--- src/rtl/smp_pkg.sv ---
// shared types and constants for the servo motion profile block
// no dependencies

`timescale 1ns / 1ps

package smp_pkg;

   // configuration register indexes
   localparam logic [2:0] REG_RUN_MODE       = 3'd0;
   localparam logic [2:0] REG_OUTPUT_ENABLE  = 3'd1;
   localparam logic [2:0] REG_TARGET_ANGLE   = 3'd2;
   localparam logic [2:0] REG_TRAVEL_RANGE   = 3'd3;
   localparam logic [2:0] REG_SLEW_SPEED     = 3'd4;
   localparam logic [2:0] REG_SWEEP_VELOCITY = 3'd5;
   localparam logic [2:0] REG_ZERO_OFFSET    = 3'd6;

   // run mode codes; the fourth code behaves as idle
   localparam logic [1:0] MODE_HOLD  = 2'd0;
   localparam logic [1:0] MODE_POS   = 2'd1;
   localparam logic [1:0] MODE_SWEEP = 2'd2;

   localparam int CSR_DATA_W = 20;
   localparam int ACCUM_W    = 9;
   localparam int STEP_W     = 20;
   localparam int ANGLE_W    = 19;
   localparam int QUEUE_DEPTH = 2;

   // reset values of the registers
   localparam logic [18:0] RANGE_RESET = 19'd180000;
   localparam logic [9:0]  SPEED_RESET = 10'd60;

   // sweep arithmetic is done in a signed word wide enough for angle +/- step
   localparam logic signed [21:0] WRAP_MDEG   = 22'sd360000;
   localparam logic signed [21:0] WRAP2_MDEG  = 22'sd720000;
   localparam logic [18:0]        WRAP_RANGE  = 19'd360000;

   typedef logic [STEP_W-1:0] step_type;

   typedef struct packed {
      logic [1:0]  run_mode;
      logic        output_enable;
      logic [19:0] target_angle;
      logic [18:0] travel_range;
      logic [9:0]  slew_speed;
      logic [10:0] sweep_velocity;
      logic [18:0] zero_offset;
   } cfg_type;

   // side effects of a register write on the motion state
   typedef struct packed {
      logic clear;
      logic set_dir;
      logic dir_up;
   } csr_evt_type;

endpackage

--- src/rtl/servo_motion_profile_top.sv ---
// top level of the servo motion profile generator: register file, front end,
// step queue and back end; depends on smp_pkg, smp_front, smp_queue, smp_back

`timescale 1ns / 1ps

// Takes one elapsed-time word per clock while the step queue is not full.
// Words are summed until TICK_MS milliseconds have gathered; that word
// triggers one update whose step (speed times gathered milliseconds) is
// formed by the front end multiplier and queued. The back end applies one
// queued step per cycle to the angle state while the result register is free
// or taken, so with rsp_ready held sustained rate is one word per cycle; each
// step passes the queue, then the output register. Results are produced only
// while output_enable is set. Write the registers only when no words are in
// flight; a write restarts the millisecond count and the arrival flag, and in
// sweep mode reloads the direction from the sign of sweep_velocity.

module servo_motion_profile_top import smp_pkg::*; #(
   parameter int TICK_MS = 20
) (
   input  logic                  clock,
   input  logic                  reset,
   input  logic                  req_valid,
   output logic                  req_ready,
   input  logic [7:0]            req_ms_elapsed,
   output logic                  rsp_valid,
   input  logic                  rsp_ready,
   output logic [19:0]           rsp_out_angle,
   output logic [1:0]            rsp_active_mode,
   output logic                  rsp_moving_up,
   input  logic                  csr_we,
   input  logic [2:0]            csr_index,
   input  logic [CSR_DATA_W-1:0] csr_wdata
);

   cfg_type     cfg_ff, cfg_in;
   csr_evt_type csr_evt;
   logic [1:0]  new_mode;
   logic [10:0] new_vel;
   logic        q_push, q_pop, q_valid, q_full;
   step_type    q_push_step, q_step;

   always_comb begin
      cfg_in = cfg_ff;
      if (csr_we) begin
         case (csr_index)
            REG_RUN_MODE:       cfg_in.run_mode       = csr_wdata[1:0];
            REG_OUTPUT_ENABLE:  cfg_in.output_enable  = csr_wdata[0];
            REG_TARGET_ANGLE:   cfg_in.target_angle   = csr_wdata[19:0];
            REG_TRAVEL_RANGE:   cfg_in.travel_range   = csr_wdata[18:0];
            REG_SLEW_SPEED:     cfg_in.slew_speed     = csr_wdata[9:0];
            REG_SWEEP_VELOCITY: cfg_in.sweep_velocity = csr_wdata[10:0];
            REG_ZERO_OFFSET:    cfg_in.zero_offset    = csr_wdata[18:0];
            default:            cfg_in = cfg_ff;
         endcase
      end
   end

   // effects of a write on the motion state use the values after the write
   always_comb begin
      new_mode        = cfg_in.run_mode;
      new_vel         = cfg_in.sweep_velocity;
      csr_evt.clear   = csr_we && (csr_index <= REG_ZERO_OFFSET);
      csr_evt.set_dir = new_mode == MODE_SWEEP;
      csr_evt.dir_up  = !new_vel[10];
   end

   always_ff @(posedge clock) begin
      if (reset) begin
         cfg_ff.run_mode       <= MODE_HOLD;
         cfg_ff.output_enable  <= 1'b0;
         cfg_ff.target_angle   <= '0;
         cfg_ff.travel_range   <= RANGE_RESET;
         cfg_ff.slew_speed     <= SPEED_RESET;
         cfg_ff.sweep_velocity <= '0;
         cfg_ff.zero_offset    <= '0;
      end else begin
         cfg_ff <= cfg_in;
      end
   end

   smp_front #(
      .TICK_MS(TICK_MS)
   ) u_front (
      .clock          (clock),
      .reset          (reset),
      .cfg            (cfg_ff),
      .csr_clear      (csr_evt.clear),
      .req_valid      (req_valid),
      .req_ready      (req_ready),
      .req_ms_elapsed (req_ms_elapsed),
      .q_full         (q_full),
      .q_push         (q_push),
      .q_push_step    (q_push_step)
   );

   smp_queue u_queue (
      .clock     (clock),
      .reset     (reset),
      .push      (q_push),
      .push_step (q_push_step),
      .pop       (q_pop),
      .valid     (q_valid),
      .step      (q_step),
      .full      (q_full)
   );

   smp_back u_back (
      .clock           (clock),
      .reset           (reset),
      .cfg             (cfg_ff),
      .csr_evt         (csr_evt),
      .q_valid         (q_valid),
      .q_step          (q_step),
      .q_pop           (q_pop),
      .rsp_valid       (rsp_valid),
      .rsp_ready       (rsp_ready),
      .rsp_out_angle   (rsp_out_angle),
      .rsp_active_mode (rsp_active_mode),
      .rsp_moving_up   (rsp_moving_up)
   );

   a_no_push_when_full: assert property (@(posedge clock) disable iff (reset)
      q_push |-> !q_full)
      else $error("step queue written while full");

   a_pop_into_free_slot: assert property (@(posedge clock) disable iff (reset)
      q_pop |-> (!rsp_valid || rsp_ready))
      else $error("result register overwritten before it was taken");

   a_taken_without_refill: assert property (@(posedge clock) disable iff (reset)
      (rsp_valid && rsp_ready && !q_pop) |=> !rsp_valid)
      else $error("result word repeated after it was taken");

   a_push_needs_word: assert property (@(posedge clock) disable iff (reset)
      q_push |-> (req_valid && req_ready))
      else $error("step queued without an accepted word");

endmodule

--- src/rtl/smp_front.sv ---
// front end: gathers elapsed milliseconds and forms the step for each due update
// depends on smp_pkg

`timescale 1ns / 1ps

module smp_front import smp_pkg::*; #(
   parameter int TICK_MS = 20
) (
   input  logic                 clock,
   input  logic                 reset,
   input  cfg_type              cfg,
   input  logic                 csr_clear,
   input  logic                 req_valid,
   output logic                 req_ready,
   input  logic [7:0]           req_ms_elapsed,
   input  logic                 q_full,
   output logic                 q_push,
   output step_type             q_push_step
);

   logic [ACCUM_W-1:0] accum_ff;
   logic [ACCUM_W-1:0] accum_in;
   logic [ACCUM_W-1:0] sum;
   logic               accept;
   logic               due;
   logic [10:0]        speed;
   logic [10:0]        vel_mag;

   assign req_ready = !q_full;
   assign accept    = req_valid && req_ready;
   assign sum       = accum_ff + ACCUM_W'(req_ms_elapsed);
   assign due       = sum >= ACCUM_W'(TICK_MS);
   assign q_push    = accept && due && cfg.output_enable;

   assign vel_mag = cfg.sweep_velocity[10] ? (~cfg.sweep_velocity + 11'd1)
                                           : cfg.sweep_velocity;

   always_comb begin
      case (cfg.run_mode)
         MODE_POS:   speed = {1'b0, cfg.slew_speed};
         MODE_SWEEP: speed = vel_mag;
         default:    speed = 11'd0;
      endcase
   end

   // degrees per second times milliseconds gives millidegrees
   assign q_push_step = STEP_W'(speed) * STEP_W'(sum);

   always_comb begin
      accum_in = accum_ff;
      if (csr_clear) begin
         accum_in = '0;
      end else if (accept) begin
         accum_in = due ? '0 : sum;
      end
   end

   always_ff @(posedge clock) begin
      if (reset) begin
         accum_ff <= '0;
      end else begin
         accum_ff <= accum_in;
      end
   end

endmodule

--- src/rtl/smp_queue.sv ---
// two entry queue of step words between front and back end
// depends on smp_pkg

`timescale 1ns / 1ps

module smp_queue import smp_pkg::*; (
   input  logic     clock,
   input  logic     reset,
   input  logic     push,
   input  step_type push_step,
   input  logic     pop,
   output logic     valid,
   output step_type step,
   output logic     full
);

   localparam int PTR_W = $clog2(QUEUE_DEPTH);

   step_type               mem_ff [QUEUE_DEPTH];
   logic [PTR_W-1:0]       wr_ptr_ff, wr_ptr_in;
   logic [PTR_W-1:0]       rd_ptr_ff, rd_ptr_in;
   logic [PTR_W:0]         count_ff, count_in;

   assign valid = count_ff != '0;
   assign full  = count_ff == (PTR_W+1)'(QUEUE_DEPTH);
   assign step  = mem_ff[rd_ptr_ff];

   always_comb begin
      wr_ptr_in = push ? wr_ptr_ff + PTR_W'(1) : wr_ptr_ff;
      rd_ptr_in = pop  ? rd_ptr_ff + PTR_W'(1) : rd_ptr_ff;
      count_in  = count_ff + (PTR_W+1)'(push) - (PTR_W+1)'(pop);
   end

   always_ff @(posedge clock) begin
      if (push) begin
         mem_ff[wr_ptr_ff] <= push_step;
      end
   end

   always_ff @(posedge clock) begin
      if (reset) begin
         wr_ptr_ff <= '0;
         rd_ptr_ff <= '0;
         count_ff  <= '0;
      end else begin
         wr_ptr_ff <= wr_ptr_in;
         rd_ptr_ff <= rd_ptr_in;
         count_ff  <= count_in;
      end
   end

endmodule

--- src/rtl/smp_back.sv ---
// back end: applies each step to the angle state and holds the result word
// depends on smp_pkg

`timescale 1ns / 1ps

module smp_back import smp_pkg::*; (
   input  logic        clock,
   input  logic        reset,
   input  cfg_type     cfg,
   input  csr_evt_type csr_evt,
   input  logic        q_valid,
   input  step_type    q_step,
   output logic        q_pop,
   output logic        rsp_valid,
   input  logic        rsp_ready,
   output logic [19:0] rsp_out_angle,
   output logic [1:0]  rsp_active_mode,
   output logic        rsp_moving_up
);

   logic [ANGLE_W-1:0] angle_ff, angle_in;
   logic               up_ff, up_in;
   logic               reached_ff, reached_in;
   logic               rsp_valid_ff, rsp_valid_in;
   logic [19:0]        out_angle_ff, out_angle_in;
   logic [1:0]         mode_ff, mode_in;
   logic               moving_up_ff;

   logic [1:0]          mode_eff;
   logic [ANGLE_W-1:0]  tgt;
   logic                tgt_above;
   logic [ANGLE_W-1:0]  mag;
   logic                arrive;
   logic signed [21:0]  cur_ext, step_ext, range_ext, v;
   logic signed [21:0]  v_wrap;
   logic [ANGLE_W-1:0]  pos_angle, sweep_angle, next_angle;
   logic                sweep_up_next;
   logic [1:0]          mode_out;

   assign q_pop = q_valid && (!rsp_valid_ff || rsp_ready);

   always_comb begin
      case (cfg.run_mode)
         MODE_POS:   mode_eff = reached_ff ? MODE_HOLD : MODE_POS;
         MODE_SWEEP: mode_eff = MODE_SWEEP;
         default:    mode_eff = MODE_HOLD;
      endcase
   end

   // position mode: clamp target into [0, range], then slew or arrive
   always_comb begin
      if (cfg.target_angle[19]) begin
         tgt = '0;
      end else if (cfg.target_angle[18:0] > cfg.travel_range) begin
         tgt = cfg.travel_range;
      end else begin
         tgt = cfg.target_angle[18:0];
      end
      tgt_above = tgt > angle_ff;
      mag       = tgt_above ? tgt - angle_ff : angle_ff - tgt;
      arrive    = STEP_W'(mag) <= q_step;
      if (arrive) begin
         pos_angle = tgt;
      end else if (tgt_above) begin
         pos_angle = angle_ff + ANGLE_W'(q_step);
      end else begin
         pos_angle = angle_ff - ANGLE_W'(q_step);
      end
   end

   // sweep mode: move, then wrap into one turn or bounce at the range ends
   always_comb begin
      cur_ext   = signed'({3'b000, angle_ff});
      step_ext  = signed'({2'b00, q_step});
      range_ext = signed'({3'b000, cfg.travel_range});
      v         = up_ff ? cur_ext + step_ext : cur_ext - step_ext;
      if (v < -WRAP_MDEG) begin
         v_wrap = v + WRAP2_MDEG;
      end else if (v < 22'sd0) begin
         v_wrap = v + WRAP_MDEG;
      end else if (v < WRAP_MDEG) begin
         v_wrap = v;
      end else if (v < WRAP2_MDEG) begin
         v_wrap = v - WRAP_MDEG;
      end else begin
         v_wrap = v - WRAP2_MDEG;
      end
      sweep_up_next = up_ff;
      if (cfg.travel_range >= WRAP_RANGE) begin
         sweep_angle = v_wrap[ANGLE_W-1:0];
      end else if (v > range_ext) begin
         sweep_angle   = cfg.travel_range;
         sweep_up_next = 1'b0;
      end else if (v < 22'sd0) begin
         sweep_angle   = '0;
         sweep_up_next = 1'b1;
      end else begin
         sweep_angle = v[ANGLE_W-1:0];
      end
   end

   always_comb begin
      case (mode_eff)
         MODE_POS:   next_angle = pos_angle;
         MODE_SWEEP: next_angle = sweep_angle;
         default:    next_angle = angle_ff;
      endcase
      mode_out = (mode_eff == MODE_POS && arrive) ? MODE_HOLD : mode_eff;
   end

   always_comb begin
      angle_in     = angle_ff;
      up_in        = up_ff;
      reached_in   = reached_ff;
      rsp_valid_in = rsp_valid_ff;
      out_angle_in = out_angle_ff;
      mode_in      = mode_ff;
      if (rsp_valid_ff && rsp_ready) begin
         rsp_valid_in = 1'b0;
      end
      if (csr_evt.clear) begin
         reached_in = 1'b0;
         if (csr_evt.set_dir) begin
            up_in = csr_evt.dir_up;
         end
      end else if (q_pop) begin
         angle_in     = next_angle;
         if (mode_eff == MODE_SWEEP) begin
            up_in = sweep_up_next;
         end
         if (mode_eff == MODE_POS && arrive) begin
            reached_in = 1'b1;
         end
         rsp_valid_in = 1'b1;
         out_angle_in = 20'(next_angle) + 20'(cfg.zero_offset);
         mode_in      = mode_out;
      end
   end

   always_ff @(posedge clock) begin
      if (reset) begin
         angle_ff     <= '0;
         up_ff        <= 1'b1;
         reached_ff   <= 1'b0;
         rsp_valid_ff <= 1'b0;
      end else begin
         angle_ff     <= angle_in;
         up_ff        <= up_in;
         reached_ff   <= reached_in;
         rsp_valid_ff <= rsp_valid_in;
      end
   end

   always_ff @(posedge clock) begin
      out_angle_ff <= out_angle_in;
      mode_ff      <= mode_in;
      moving_up_ff <= up_in;
   end

   assign rsp_valid       = rsp_valid_ff;
   assign rsp_out_angle   = out_angle_ff;
   assign rsp_active_mode = mode_ff;
   assign rsp_moving_up   = moving_up_ff;

endmodule
--- config.mk ---
export PLATFORM = sky130hd
export DESIGN_NAME = servo_motion_profile_top
export DESIGN_NICKNAME = d
export VERILOG_FILES = /design/src/rtl/smp_pkg.sv /design/src/rtl/servo_motion_profile_top.sv /design/src/rtl/smp_front.sv /design/src/rtl/smp_queue.sv /design/src/rtl/smp_back.sv
export SDC_FILE = /design/constraint.sdc
export NUM_CORES = 1
export LEC_CHECK = 0
export ABC_AREA = 0
export BUFFER_PORTS_ARGS = -buffer_cell sky130_fd_sc_hd__buf_2
export CAP_MARGIN = 15
export CORE_MARGIN = 2
export CORE_UTILIZATION = 29
export CTS_CLUSTER_SIZE = 12
export DETAILED_ROUTE_END_ITERATION = 8
export MAX_ROUTING_LAYER = met4
export PLACE_DENSITY = 0.5
export SLEW_MARGIN = 5
export SYNTH_ARGS = -nofsm -noshare
export SYNTH_HDL_FRONTEND = slang
export SYNTH_HIERARCHICAL = 1
export SYNTH_SLANG_ARGS = --single-unit
--- constraint.sdc ---
create_clock -name clock -period 26.4 [get_ports clock]
set_input_delay 6.6 -clock clock [delete_from_list [all_inputs] [get_ports clock]]
set_output_delay 6.6 -clock clock [all_outputs]
set_load 0.05 [all_outputs]
======== Word-level counts from Yosys, hierarchy flattened ========
Memory sizes are Yosys's and may differ from the RTL's. A register that Yosys moved wholly into a read port is not among the register bits.
Cells that the tools add are included.
word-level totals
  output and inout bits ................... 25
  memories kept ........................... 1
  bits in latches ......................... 0
  bits in registers ....................... 140
  logic and storage cells ................. 126
  bits in writable memories ............... 40
  input bits .............................. 36
  bits in read-only memories .............. 0
operators by class
  div/mod/pow operators ................... 0
  shift operators ......................... 0
  bitwise logic cells ..................... 2
  add/subtract/negate cells ............... 17
  muxes and demuxes ....................... 41
  $lt $le $gt $ge ......................... 11
  multipliers ............................. 1
  reduce and logical (&&, ||, !) cells .... 22
  equal/unequal tests ..................... 12
memories
  memory          depth  bits a word  read ports  clocked after Yosys merged registers in  write ports  RTL line         RTL
  u_queue.mem_ff  2      20           1           1                                        1            smp_queue.sv:19  step_type mem_ff [QUEUE_DEPTH];
operators by type and width
  kind                                                       count
  2-to-1 mux 19 bit                                          14
  2-to-1 mux 82 bit                                          1
  subtractor 19 bit                                          3
  < comparator 22 x 20 -> 1 bit, second input constant       2
  adder 19 bit, second input constant                        2
  greater-than comparator 19 bit                             2
  case mux 19 bit (2 select lines)                           1
  subtractor 19 bit, second input constant                   2
  greater-than comparator 22 x 20 -> 1 bit                   1
  < comparator 22 x 1 -> 1 bit, second input constant        1
  < comparator 22 x 21 -> 1 bit, second input constant       1
  2-to-1 mux 11 bit                                          2
  2-to-1 mux 22 bit                                          1
  case mux 11 bit (2 select lines)                           1
  adder 19 x 20 -> 21 bit                                    1
  subtractor 19 x 20 -> 21 bit                               1
  adder 19 x 19 -> 20 bit                                    1
  less-or-equal comparator 19 x 20 -> 1 bit                  1
  multiplier 11 x 9 -> 20 bit                                1
  2-to-1 mux 20 bit                                          1
  adder 19 bit                                               1
  greater-or-equal comparator 19 bit, second input constant  1
  2-to-1 mux 1 bit                                           16
  AND reduction 2 bit                                        8
  24 further kinds                                           40

======== Longest topological paths before layout ========
Gate-level depths: netlist of run 1.
  word-level depth ........................ 10
  mapped depth ............................ 54
  mapped depth without buffers ............ 52

======== Hierarchy ========
Netlist of run 1, hierarchy kept.
modules (own cells, without submodules)
  module                    cells an instance  sequential area each (um2)  instances  area an instance (um2)
  smp_back                  1,533              1,121.1                     1          11,415.9
  smp_front                 539                180.2                       1          4,252.8
  servo_motion_profile_top  321                1,641.6                     1          3,439.5
  smp_queue                 83                 1,301.2                     1          1,742.9

======== Worst setup path before layout of run 1 ========
Ideal clock, no wire load.
  path type ............................... input to register
  start point ............................. input port req_ms_elapsed[0]
  end point ............................... memory u_queue/mem_ff[0][18] (netlist bit), data pin
  buffers on the path ..................... 2
  data required time ...................... 26.260 ns
  setup slack ............................. 14.364 ns
  stages on the path ...................... 22
  arrival ................................. 11.896 ns
  library setup time ...................... 0.140 ns
  cell sequence ........................... ha_1 > inv_1 > fa_1 > and2b_1 > o2111ai_2 > and3_1 > a211oi_2 > clkbuf_1 > nor2_1 > fa_1 > fa_1 > fa_1 > inv_1 > fa_1 > inv_1 > ha_1 > clkbuf_1 > nand2_1 > o211ai_1 > a31oi_1 > or4b_1 > nand3_1
on the way
  cells in the longest elaborated chain, start to end .. 2
RTL lines
  element                      RTL line                        RTL
  start: declaration           servo_motion_profile_top.sv:24  input logic [7:0] req_ms_elapsed,
  adder 9 x 8 -> 9 bit         smp_front.sv:31                 assign sum = accum_ff + ACCUM_W'(req_ms_elapsed);
  multiplier 11 x 9 -> 20 bit  smp_front.sv:47                 assign q_push_step = STEP_W'(speed) * STEP_W'(sum);
  via q_push_step[18]          servo_motion_profile_top.sv:40  step_type q_push_step, q_step;
  end: declaration             smp_queue.sv:19
The timed path passes the listed nets, and every way through them passes these cells.

======== Final worst setup path of run 1 ========
  start point ............................. register cfg_ff[54] (netlist bit)
  end point ............................... register u_back.out_angle_ff[18], in the netlist u_back/rsp_out_angle[18], data pin
on the way
  cells in the longest elaborated chain, start to end .. 9
  elaborated cells on any way between the ends .. 16
  those cells by class .................... add/sub: 3; order compare: 5; mux: 8
RTL lines
  element                                                              RTL line                        RTL
  start: declaration                                                   servo_motion_profile_top.sv:35  cfg_type cfg_ff, cfg_in;
  start signal: assignment                                             servo_motion_profile_top.sv:77  cfg_ff <= cfg_in;
  greater-than comparator 19 bit                                       smp_back.sv:54                  end else if (cfg.target_angle[18:0] > cfg.travel_range) begin
  2-to-1 mux 19 bit                                                    smp_back.sv:54
  2-to-1 mux 19 bit                                                    smp_back.sv:52                  if (cfg.target_angle[19]) begin
  subtractor 19 bit or greater-than comparator 19 bit (tied branches)  smp_back.sv:60, smp_back.sv:59
  2-to-1 mux 19 bit                                                    smp_back.sv:60                  mag = tgt_above ? tgt - angle_ff : angle_ff - tgt;
  less-or-equal comparator 19 x 20 -> 1 bit                            smp_back.sv:61                  arrive = STEP_W'(mag) <= q_step;
  2-to-1 mux 19 bit                                                    smp_back.sv:62                  if (arrive) begin
  case mux 19 bit (2 select lines) (*)                                 smp_back.sv:103                 case (mode_eff)
  via u_back.next_angle[0]                                             smp_back.sv:36                  logic [ANGLE_W-1:0] pos_angle, sweep_angle, next_angle;
  adder 19 x 19 -> 20 bit (*)                                          smp_back.sv:135                 out_angle_in = 20'(next_angle) + 20'(cfg.zero_offset);
  end signal: assignment                                               smp_back.sv:155                 out_angle_ff <= out_angle_in;
  end: declaration                                                     smp_back.sv:25                  logic [19:0] out_angle_ff, out_angle_in;
The timed path passes the listed nets; every way through them passes the cells marked *.
A chain may end at the register's enable or synchronous reset.

==> results.cfg, run 1 <==
[layout]
nets = 2810
final_core_util_pct = 31.8
multiInputGateArea_mm2 = 0.0152
antennaDiodeCount = 0
final_cells = 3439
final_area_mm2 = 0.0227
syn_to_final_growth_pct = 8.77
drive_gt1_share_pct = 9.36
nFillCells = 7643
seq_area_mm2 = 0.00424

[worst_setup_path]
reg2reg_slack_ns = 13.95
timing.rr.end = u_back/rsp_out_angle[18]$_DFFE_PP_
path_depth = 52
startpoint = cfg_ff[54]$_SDFFE_PP0P_
critPathMaxStageDelay_ns = 0.59
reg2regPathDepth = 52
cp_max_fo = 53
cp_slowest_cell = o41ai_1
cp_num_buf_inv = 5
critPathRequiredTime_ns = 26.60
crit_top_cell = a21oi_1
reg2reg_from = cfg_ff[54]$_SDFFE_PP0P_
crit_path_end = u_back/rsp_out_angle[18]$_DFFE_PP_
worst_ep_arrival_time_ns = 12.65
critPathLaunchType = flip-flop
path_delay_family = compound AO/OA/AOI/OAI gates
worstSetupPathType = flip-flop to flip-flop
cp-end-kind = flip-flop

[floorplanning]
fp-row-count = 98
ios = 61
fp.dieW_um = 272
die_area_mm2 = 0.0741
fp.coreArea_mm2 = 0.0714
die_h_um = 272
start_util_pct = 29.2

[synthesis]
synth-adder-area-share_pct = 20.4
syn-cell-area_mm2 = 0.0209
yosys.area_share.xor_xnor_pct = 5.30
synth-main-ff-cell = dfxtp_1
avgSynthCellArea_um2 = 8.42
synth_seq_cells = 181
synth-simple-area-share_pct = 19.4
synthArstFlopShare_pct = 0
muxShareOfSynthArea_pct = 7.70
synth_area_leaders = ha_1 (14%), dfxtp_1 (11%), edfxtp_1 (8.9%)
synth_top_area_cell = ha_1
yosysWarnings = 6
syn_nets = 2810
synth_enable_flop_cells = 62
synthDistinctLibCells = 119
ys_seq_area_share_pct = 20.4
yosys.area.top_type_share_pct = 13.6
synth_top_family_by_area = adder cells
synth-compound-area-share_pct = 20.0
synthCells = 2476

[cts]
clockRootBuffer = clkbuf_16
clkLatencyLatePin_ns = 0.47
cts_tree = done
post_cts_resize_count = 0
clk_pin_slew_worst_paths_ns = 0.08
cts_setup_buffers = 0
cts_made_buffers = 17
h-tree-depth = 4
clock_sinks = 181
clk_path_buf_depth = 2
cts_hold_buf = 0

[timing]
worst_pin_slew_ns = 1.12
rsz0062_at_grt = false
setup_violations = 0
fmax_mhz = 80.3
finalCritPeriodShare_pct = 47.2
relSlewSlack_pct = 25.6
finalSetupTns_ns = 0
fin_crit_ns = 12.45
maxSlewViolCount = 0
fin_ws_ns = 13.95
final.setup_skew_ns = 0.0258
hold_viol_final = 0
hold-worst-slack_ns = 0.469

[flow_run]
maxCapViolCount = 0

[status]
status = finished, final reports clean

[detailed_routing]
ant_nets = 0
routed_wl_mm = 68.2
via_count = 18114
wl_per_cell_um = 19.8
drc = 0
vias_per_cell = 5.27
dr.pass1.iters = 5
drt_iter0_markers = 1356

[power_and_ir_drop]
seq_power_share_pct = 19.1
powerDensity_mw_per_mm2 = 75.9
switchingPower_mw = 0.849
p_comb_share_pct = 65.1
clkPwrFrac_pct = 15.8
p_leak_nw = 10.0
internal_power_mw = 0.872
vdd_drop_max_mv = 0.0615
swShare_pct = 49.3
finalPower_mw = 1.72

[grt]
grt_pass1_wl_mm = 104
grt_usage_pct = 18.6
grt_pass1_vias = 17818
antenna_found_initial = 0
grt_start_max_net_pins = 79
grt_overflow = 0

[placement]
dpl-instance-area_mm2 = 0.0221
routabilityCongestion = 0.970
dp.cells = 3407
io_buffers = 60
dp_hpwl_mm = 55.2
place_ws_ns = 13.68

[min_path]
worstHoldPathType = flip-flop to flip-flop
==> Yosys cell counts, types with 23 or more instances <==
cell / n
nand3_1: 43
nor2b_1: 34
o21bai_1: 24
inv_1: 233
a21oi_1: 160
dfxtp_1: 119
edfxtp_1: 62
nand2_1: 141
mux2i_1: 121
a21o_1: 57
o21ai_0: 87
a31oi_1: 25
nand2b_1: 123
nor2_1: 227
clkbuf_1: 68
nand4_1: 31
ha_1: 227
fa_1: 71
nor3_1: 50
xnor2_1: 90
o21a_1: 23
a211oi_1: 25
==> worst min path at each step <==
stage / cells after the start / endpoint / start / slack, ns
after global placement: 2 / u_front/accum_ff[4]$_SDFFE_PP0P_ / u_front/accum_ff[4]$_SDFFE_PP0P_ / 0.45
final: 2 / u_front/accum_ff[3]$_SDFFE_PP0P_ / u_front/accum_ff[3]$_SDFFE_PP0P_ / 0.47
after floorplan: 2 / u_front/accum_ff[0]$_SDFFE_PP0P_ / u_front/accum_ff[0]$_SDFFE_PP0P_ / 0.42
after detailed placement: 2 / u_front/accum_ff[2]$_SDFFE_PP0P_ / u_front/accum_ff[2]$_SDFFE_PP0P_ / 0.45
after global routing: 2 / u_front/accum_ff[3]$_SDFFE_PP0P_ / u_front/accum_ff[3]$_SDFFE_PP0P_ / 0.50
after CTS: 2 / u_front/accum_ff[2]$_SDFFE_PP0P_ / u_front/accum_ff[2]$_SDFFE_PP0P_ / 0.47
==> cell usage in the layout (no fill, tap or decap), types with 9 or more instances in the layout <==
master / count
o21bai_1: 24
a31oi_1: 25
edfxtp_1: 62
a21oi_1: 159
buf_2: 59
a21o_1: 57
a21boi_0: 9
buf_4: 30
and2_1: 19
o31ai_1: 22
clkbuf_16: 18
nor2b_1: 33
mux2_4: 21
xnor2_1: 90
xor2_1: 20
and3_1: 17
o41ai_1: 10
dfxtp_1: 119
ha_1: 227
o221ai_1: 11
inv_1: 233
nor3_1: 50
nand3_1: 43
a22oi_1: 13
mux2i_1: 121
nand2_1: 141
a211o_1: 9
or2_2: 22
o21ai_0: 86
o211ai_1: 22
or4_1: 10
fa_1: 71
o21a_1: 23
a211oi_1: 25
nor2_1: 227
nand2b_1: 123
nand4_1: 31
==> flip-flops by register name (all words and copies together), names as in the netlist, named ones only <==
name and flops:
u_back/rsp_valid 1, u_back/rsp_out_angle 20, u_front/accum_ff 9, u_queue/wr_ptr_ff 1, u_back/rsp_active_mode 2, u_back/rsp_moving_up 1
u_back/reached_ff 1, cfg_ff 81, u_back/up_ff 1, u_queue/mem_ff 40, u_queue/rd_ptr_ff 1, u_queue/count_ff 2
u_back/angle_ff 19
==> power groups by stage <==
stage	Combinational [mW]	Clock [mW]	Sequential, mW
floorplan	0.772	0	0.363
global placement	1.09	0	0.335
detailed placement	1.10	0	0.335
CTS	1.11	0.278	0.329
global route	1.22	0.289	0.331
finish	1.12	0.271	0.329
==> kinds of logic (layout without fill, tap and decap cells) <==
logic type	count (synthesis)	count (layout)
flops	181	181
fa+ha+maj	298	298
compound gates	599	599
mux	149	149
buf+inv	346	359
simple gates	786	786
xor+xnor	117	117
==> metal layers <==
| metal | global-route usage [%] | wire [um] | vias to the layer above |
|---|---|---|---|
| met2 | 30.5 | 32700 | 431 |
| li1 | - | - | 8762 |
| met3 | 2.34 | 2990 | 81 |
| met4 | 5.13 | 1680 | 0 |
| met1 | 24.1 | 30900 | 8840 |
| met5 | - | 0 | - |
==> tightest hold or removal path: stages (launching register included) <==
cell and delay [ns]:
dfxtp_1 0.33, nand2_1 0.05, o41ai_1 0.05
==> layout make-up <==
class / count / share of cell area, %
multi-input cells: 1949 / 67.1
flip-flops and latches: 181 / 18.7
well taps: 950 / 5.24
inverters: 238 / 3.96
repair buffers: 89 / 2.30
clock buffers: 19 / 2.05
clock inverters: 13 / 0.651
Power figures use the tool's default switching activity.
==> inputs of run 2 (changes only) <==
==> constraint.sdc (replaced) <==
create_clock -name clock -period 12.8 [get_ports clock]
set_input_delay 3.2 -clock clock [delete_from_list [all_inputs] [get_ports clock]]
set_output_delay 3.2 -clock clock [all_outputs]
set_load 0.05 [all_outputs]
==> results.cfg, run 2 (synthesis gave the netlist of run 1 again) <==
[layout]
layout_commonest_cell = inv_1
layout_common_cells = inv_1 (233), nor2_1 (227), ha_1 (227), a21oi_1 (159), nand2_1 (141)
antennaDiodeCount = 0
largest_register = cfg_ff
largest_reg_flops = 81
drive_gt1_share_pct = 9.47
final_core_util_pct = 31.8
nFillCells = 7634
nets = 2814
syn_to_final_growth_pct = 8.84

[timing]
rsz0062_at_grt = false
finalSetupTns_ns = 0
fin_crit_ns = 11.71
finalCritPeriodShare_pct = 91.5
fin_ws_ns = 1.09
setup_violations = 0
maxSlewViolCount = 0
worst_pin_slew_ns = 1.10
fmax_mhz = 85.4
final.setup_skew_ns = 0.0175
hold_viol_final = 0
relSlewSlack_pct = 26.4

[worst_setup_path]
path_delay_family = compound AO/OA/AOI/OAI gates
reg2reg_slack_ns = 1.09
cp-end-kind = flip-flop
critPathMaxStageDelay_ns = 0.58
reg2reg_from = cfg_ff[54]$_SDFFE_PP0P_
cp_max_fo = 31
cp_slowest_cell = o41ai_1
crit_path_end = u_back/rsp_out_angle[19]$_DFFE_PP_
worst_ep_arrival_time_ns = 11.94
timing.rr.end = u_back/rsp_out_angle[19]$_DFFE_PP_
cp_num_buf_inv = 2
reg2regPathDepth = 48
critPathLaunchType = flip-flop
worstSetupPathType = flip-flop to flip-flop
path_depth = 48
critPathRequiredTime_ns = 13.02
startpoint = cfg_ff[54]$_SDFFE_PP0P_

[placement]
io_buffers = 60
dp_hpwl_mm = 57.0
routabilityCongestion = 0.941
place_ws_ns = 1.41

[cts]
clk_path_buf_depth = 2
cts_tree = done
clk_pin_slew_worst_paths_ns = 0.08
clock_sinks = 181
h-tree-depth = 4
cts_hold_buf = 0
post_cts_resize_count = 0
clockRootBuffer = clkbuf_16
cts_setup_buffers = 0
cts_made_buffers = 17
clkLatencyLatePin_ns = 0.46

[power_and_ir_drop]
vdd_drop_max_mv = 0.0939
powerDensity_mw_per_mm2 = 157
finalPower_mw = 3.57
p_leak_nw = 10.0

[grt]
grt_start_max_net_pins = 104
grt_pass1_wl_mm = 107
grt_overflow = 0
use_met1_pct = 24.6
met3_usage_pct = 2.80
antenna_found_initial = 1
grt_usage_pct = 19.2
grt_pass1_vias = 18079
grt_util_met2_pct = 31.5
busiest_layer = met2

[floorplanning]
start_util_pct = 29.2
die_area_mm2 = 0.0741
fp-row-count = 98
ios = 61
die_h_um = 272
fp.dieW_um = 272
fp.coreArea_mm2 = 0.0714

[detailed_routing]
routed_wl_mm = 70.1
via_count = 18241
ant_nets = 0
drc = 0
vias_per_cell = 5.30
wl_per_cell_um = 20.4
drt_iter0_markers = 1317
dr.pass1.iters = 8

[status]
status = finished, final reports clean

[min_path]
worstHoldPathType = flip-flop to flip-flop
hold_start = u_front/accum_ff[4]$_SDFFE_PP0P_

[flow_run]
maxCapViolCount = 0
run 2: changes by cell type in the layout (fill, tap and decap cells not counted), sizes merged:
| cell | previous run | this run |
|---|---|---|
| buf | 89 | 93 |
| inv | 245 | 241 |
| bufinv | 1 | 2 |
| clkbuf | 19 | 20 |
| clkinv | 5 | 6 |
| clkinvlp | 0 | 1 |
run 2: how the worst min path moves through the flow:
stage                                       endpoint  slack, ns  depth (start not counted)
finish              u_front/accum_ff[4]$_SDFFE_PP0P_       0.46                          2
detailed placement  u_front/accum_ff[4]$_SDFFE_PP0P_       0.44                          2
global route        u_front/accum_ff[4]$_SDFFE_PP0P_       0.49                          2
global placement    u_front/accum_ff[0]$_SDFFE_PP0P_       0.44                          2
CTS                 u_front/accum_ff[4]$_SDFFE_PP0P_       0.46                          2
floorplan           u_front/accum_ff[0]$_SDFFE_PP0P_       0.42                          2
run 2: worst min-delay path, cell delays in order, from the launching register on:
cell and delay, ns:
dfxtp_1 0.34, nand2_1 0.05, o41ai_1 0.05
run 2: area by class of cell:
cell class	instances	area, um^2	share of cell area, %
clock buffers	20	437	1.92
clock inverters	12	145	0.640
inverters	238	898	3.96
multi-input cells	1949	15200	67.1
flip-flops and latches	181	4240	18.7
well taps	950	1190	5.24
repair buffers	93	551	2.43
run 2: routing by layer:
metal,up-vias,wire length (um)
li1,8764,-
met1,8871,31500
met2,513,33500
met3,93,3340
met4,0,1870
met5,-,0
run 2: where the power goes:
part	switching, mW	internal (mW)
sequential	0.0380	0.640
combinational	1.48	0.874
clock	0.250	0.292
total	1.77	1.81
run 2: per-stage QoR:
stage                     hold slack, ns  area (um^2)  cells
after floorplan                    0.424        20900   2476
after global placement             0.440        22100   3411
after detailed placement           0.445        22100   3411
after CTS                          0.465        22700   3443
after global routing               0.492        22700   3443
final                              0.464        22700   3443
==> inputs of run 3 (changes only) <==
--- a/config.mk
+++ b/config.mk
@@ -8,12 +8,13 @@
 export ABC_AREA = 0
 export BUFFER_PORTS_ARGS = -buffer_cell sky130_fd_sc_hd__buf_2
 export CAP_MARGIN = 15
+export CELL_PAD_IN_SITES_DETAIL_PLACEMENT = 0
+export CELL_PAD_IN_SITES_GLOBAL_PLACEMENT = 1
 export CORE_MARGIN = 2
 export CORE_UTILIZATION = 29
 export CTS_CLUSTER_SIZE = 12
 export DETAILED_ROUTE_END_ITERATION = 8
-export MAX_ROUTING_LAYER = met4
-export PLACE_DENSITY = 0.5
+export PLACE_DENSITY = 0.6
 export SLEW_MARGIN = 5
 export SYNTH_ARGS = -nofsm -noshare
 export SYNTH_HDL_FRONTEND = slang
==> results.cfg, run 3 (synthesis gave the netlist of run 1 again) <==
[cts]
clk_pin_slew_worst_paths_ns = 0.08
clk_path_buf_depth = 2
clock_sinks = 181
clkLatencyLatePin_ns = 0.47
cts_setup_buffers = 0
cts_made_buffers = 17
cts_hold_buf = 0
h-tree-depth = 4
cts_tree = done
post_cts_resize_count = 0
clockRootBuffer = clkbuf_16

[worst_setup_path]
critPathRequiredTime_ns = 13.03
critPathMaxStageDelay_ns = 0.79
cp_slowest_cell = o21ai_4
cp-end-kind = flip-flop
cp_max_fo = 33
worst_ep_arrival_time_ns = 11.94
critPathLaunchType = flip-flop
worstSetupPathType = flip-flop to flip-flop

[layout]
nets = 2817
drive_gt1_share_pct = 9.74
layout_common_cells = inv_1 (233), nor2_1 (227), ha_1 (227), a21oi_1 (159), nand2_1 (141)
largest_register = cfg_ff
largest_reg_flops = 81
layout_commonest_cell = inv_1
seq_area_mm2 = 0.00424
multiInputGateArea_mm2 = 0.0152
nFillCells = 7601
syn_to_final_growth_pct = 8.97

[grt]
grt_overflow = 0
antenna_found_initial = 1
grt_start_max_net_pins = 98
grt_pass1_wl_mm = 109
grt_usage_pct = 19.1
grt_pass1_vias = 18104

[floorplanning]
die_h_um = 272
die_area_mm2 = 0.0741
fp-row-count = 98
fp.dieW_um = 272
start_util_pct = 29.2
fp.coreArea_mm2 = 0.0714
ios = 61

[power_and_ir_drop]
powerDensity_mw_per_mm2 = 157
vdd_drop_max_mv = 0.0827
finalPower_mw = 3.56
p_leak_nw = 10.1

[flow_run]
maxCapViolCount = 0

[timing]
relSlewSlack_pct = 21.4
maxSlewViolCount = 0
finalCritPeriodShare_pct = 91.5
fin_crit_ns = 11.71
fmax_mhz = 85.4
rsz0062_at_grt = false
finalSetupTns_ns = 0
setup_violations = 0
final.setup_skew_ns = 0.0158
worst_pin_slew_ns = 1.17
hold_viol_final = 0
hold-worst-slack_ns = 0.464

[detailed_routing]
ant_nets = 0
dr.pass1.iters = 5
vias_per_cell = 5.29
drc = 0
via_count = 18239
wl_per_cell_um = 20.8
routed_wl_mm = 71.8
drt_iter0_markers = 1297

[placement]
dp_hpwl_mm = 58.2
io_buffers = 60
routabilityCongestion = 0.877

[min_path]
worstHoldPathType = flip-flop to flip-flop

[status]
status = finished, final reports clean
==> run 3: changes by cell type in the layout (fill, tap and decap cells not counted) <==
cell / delta
clkinv_2: -1
diode_2: +1
clkinvlp_2: +1
clkinv_4: -2
clkinv_8: +1
clkbuf_1: -3
o41ai_1: -1
buf_4: +3
o41ai_2: +1
inv_8: +6
bufinv_16: -2
==> run 3: cell type report <==
type,instances,share of cell area [%]
inverters,238,3.95
multi-input cells,1949,67.1
diodes,1,0.0110
well taps,950,5.23
clock inverters,15,0.666
flip-flops and latches,181,18.7
repair buffers,96,2.52
clock buffers,17,1.87
==> run 3: routing by layer <==
layer  global-route usage [%]  vias up  wire [um]
met4                     5.58        0       1800
li1                         -     8776          -
met5                        0        -          0
met1                     25.3     8965      33100
met2                     32.8      423      34800
met3                     1.95       75       2170
==> run 3: power by group <==
group	leakage (nW)	internal (mW)	switching, mW	total [mW]
clock	0.281	0.262	0.271	0.533
sequential	1.55	0.640	0.0361	0.676
combinational	8.23	0.869	1.48	2.35
total	10.1	1.77	1.79	3.56
==> run 3: path summary, 6_finish.rpt <==
check	from	endpoint	slack, ns	cells past startpoint
max	cfg_ff[54]$_SDFFE_PP0P_	u_back/rsp_out_angle[19]$_DFFE_PP_	1.09	46
min	u_front/accum_ff[3]$_SDFFE_PP0P_	u_front/accum_ff[3]$_SDFFE_PP0P_	0.46	2
max reg2reg	cfg_ff[54]$_SDFFE_PP0P_	u_back/rsp_out_angle[19]$_DFFE_PP_	1.09	46
min reg2reg	u_front/accum_ff[3]$_SDFFE_PP0P_	u_front/accum_ff[3]$_SDFFE_PP0P_	0.46	2
==> run 3: metrics by stage <==
step / setup WS [ns] / std cells / cell area (um^2) / utilization [%]
2_1_floorplan: 2.49 / 2476 / 20900 / -
3_3_place_gp: 1.38 / 3413 / 22100 / 31.0
3_5_place_dp: 1.08 / 3414 / 22100 / 31.0
4_1_cts: 0.971 / 3446 / 22700 / 31.8
5_1_grt: 0.135 / 3446 / 22700 / 31.8
6_report: 1.09 / 3447 / 22700 / 31.8
==> run 3: worst max-delay path, delay by kind of cell, from the launching register on <==
family | cells | cell delay (ns)
DFF | 1 | 0.37
xor gates and xnor gates | 1 | 0.15
and+or+nand+nor | 6 | 0.94
AOI/OAI and AO/OA | 27 | 6.59
muxes | 3 | 1.06
buffers and inverters | 5 | 1.00
adders and majority gates | 4 | 1.34
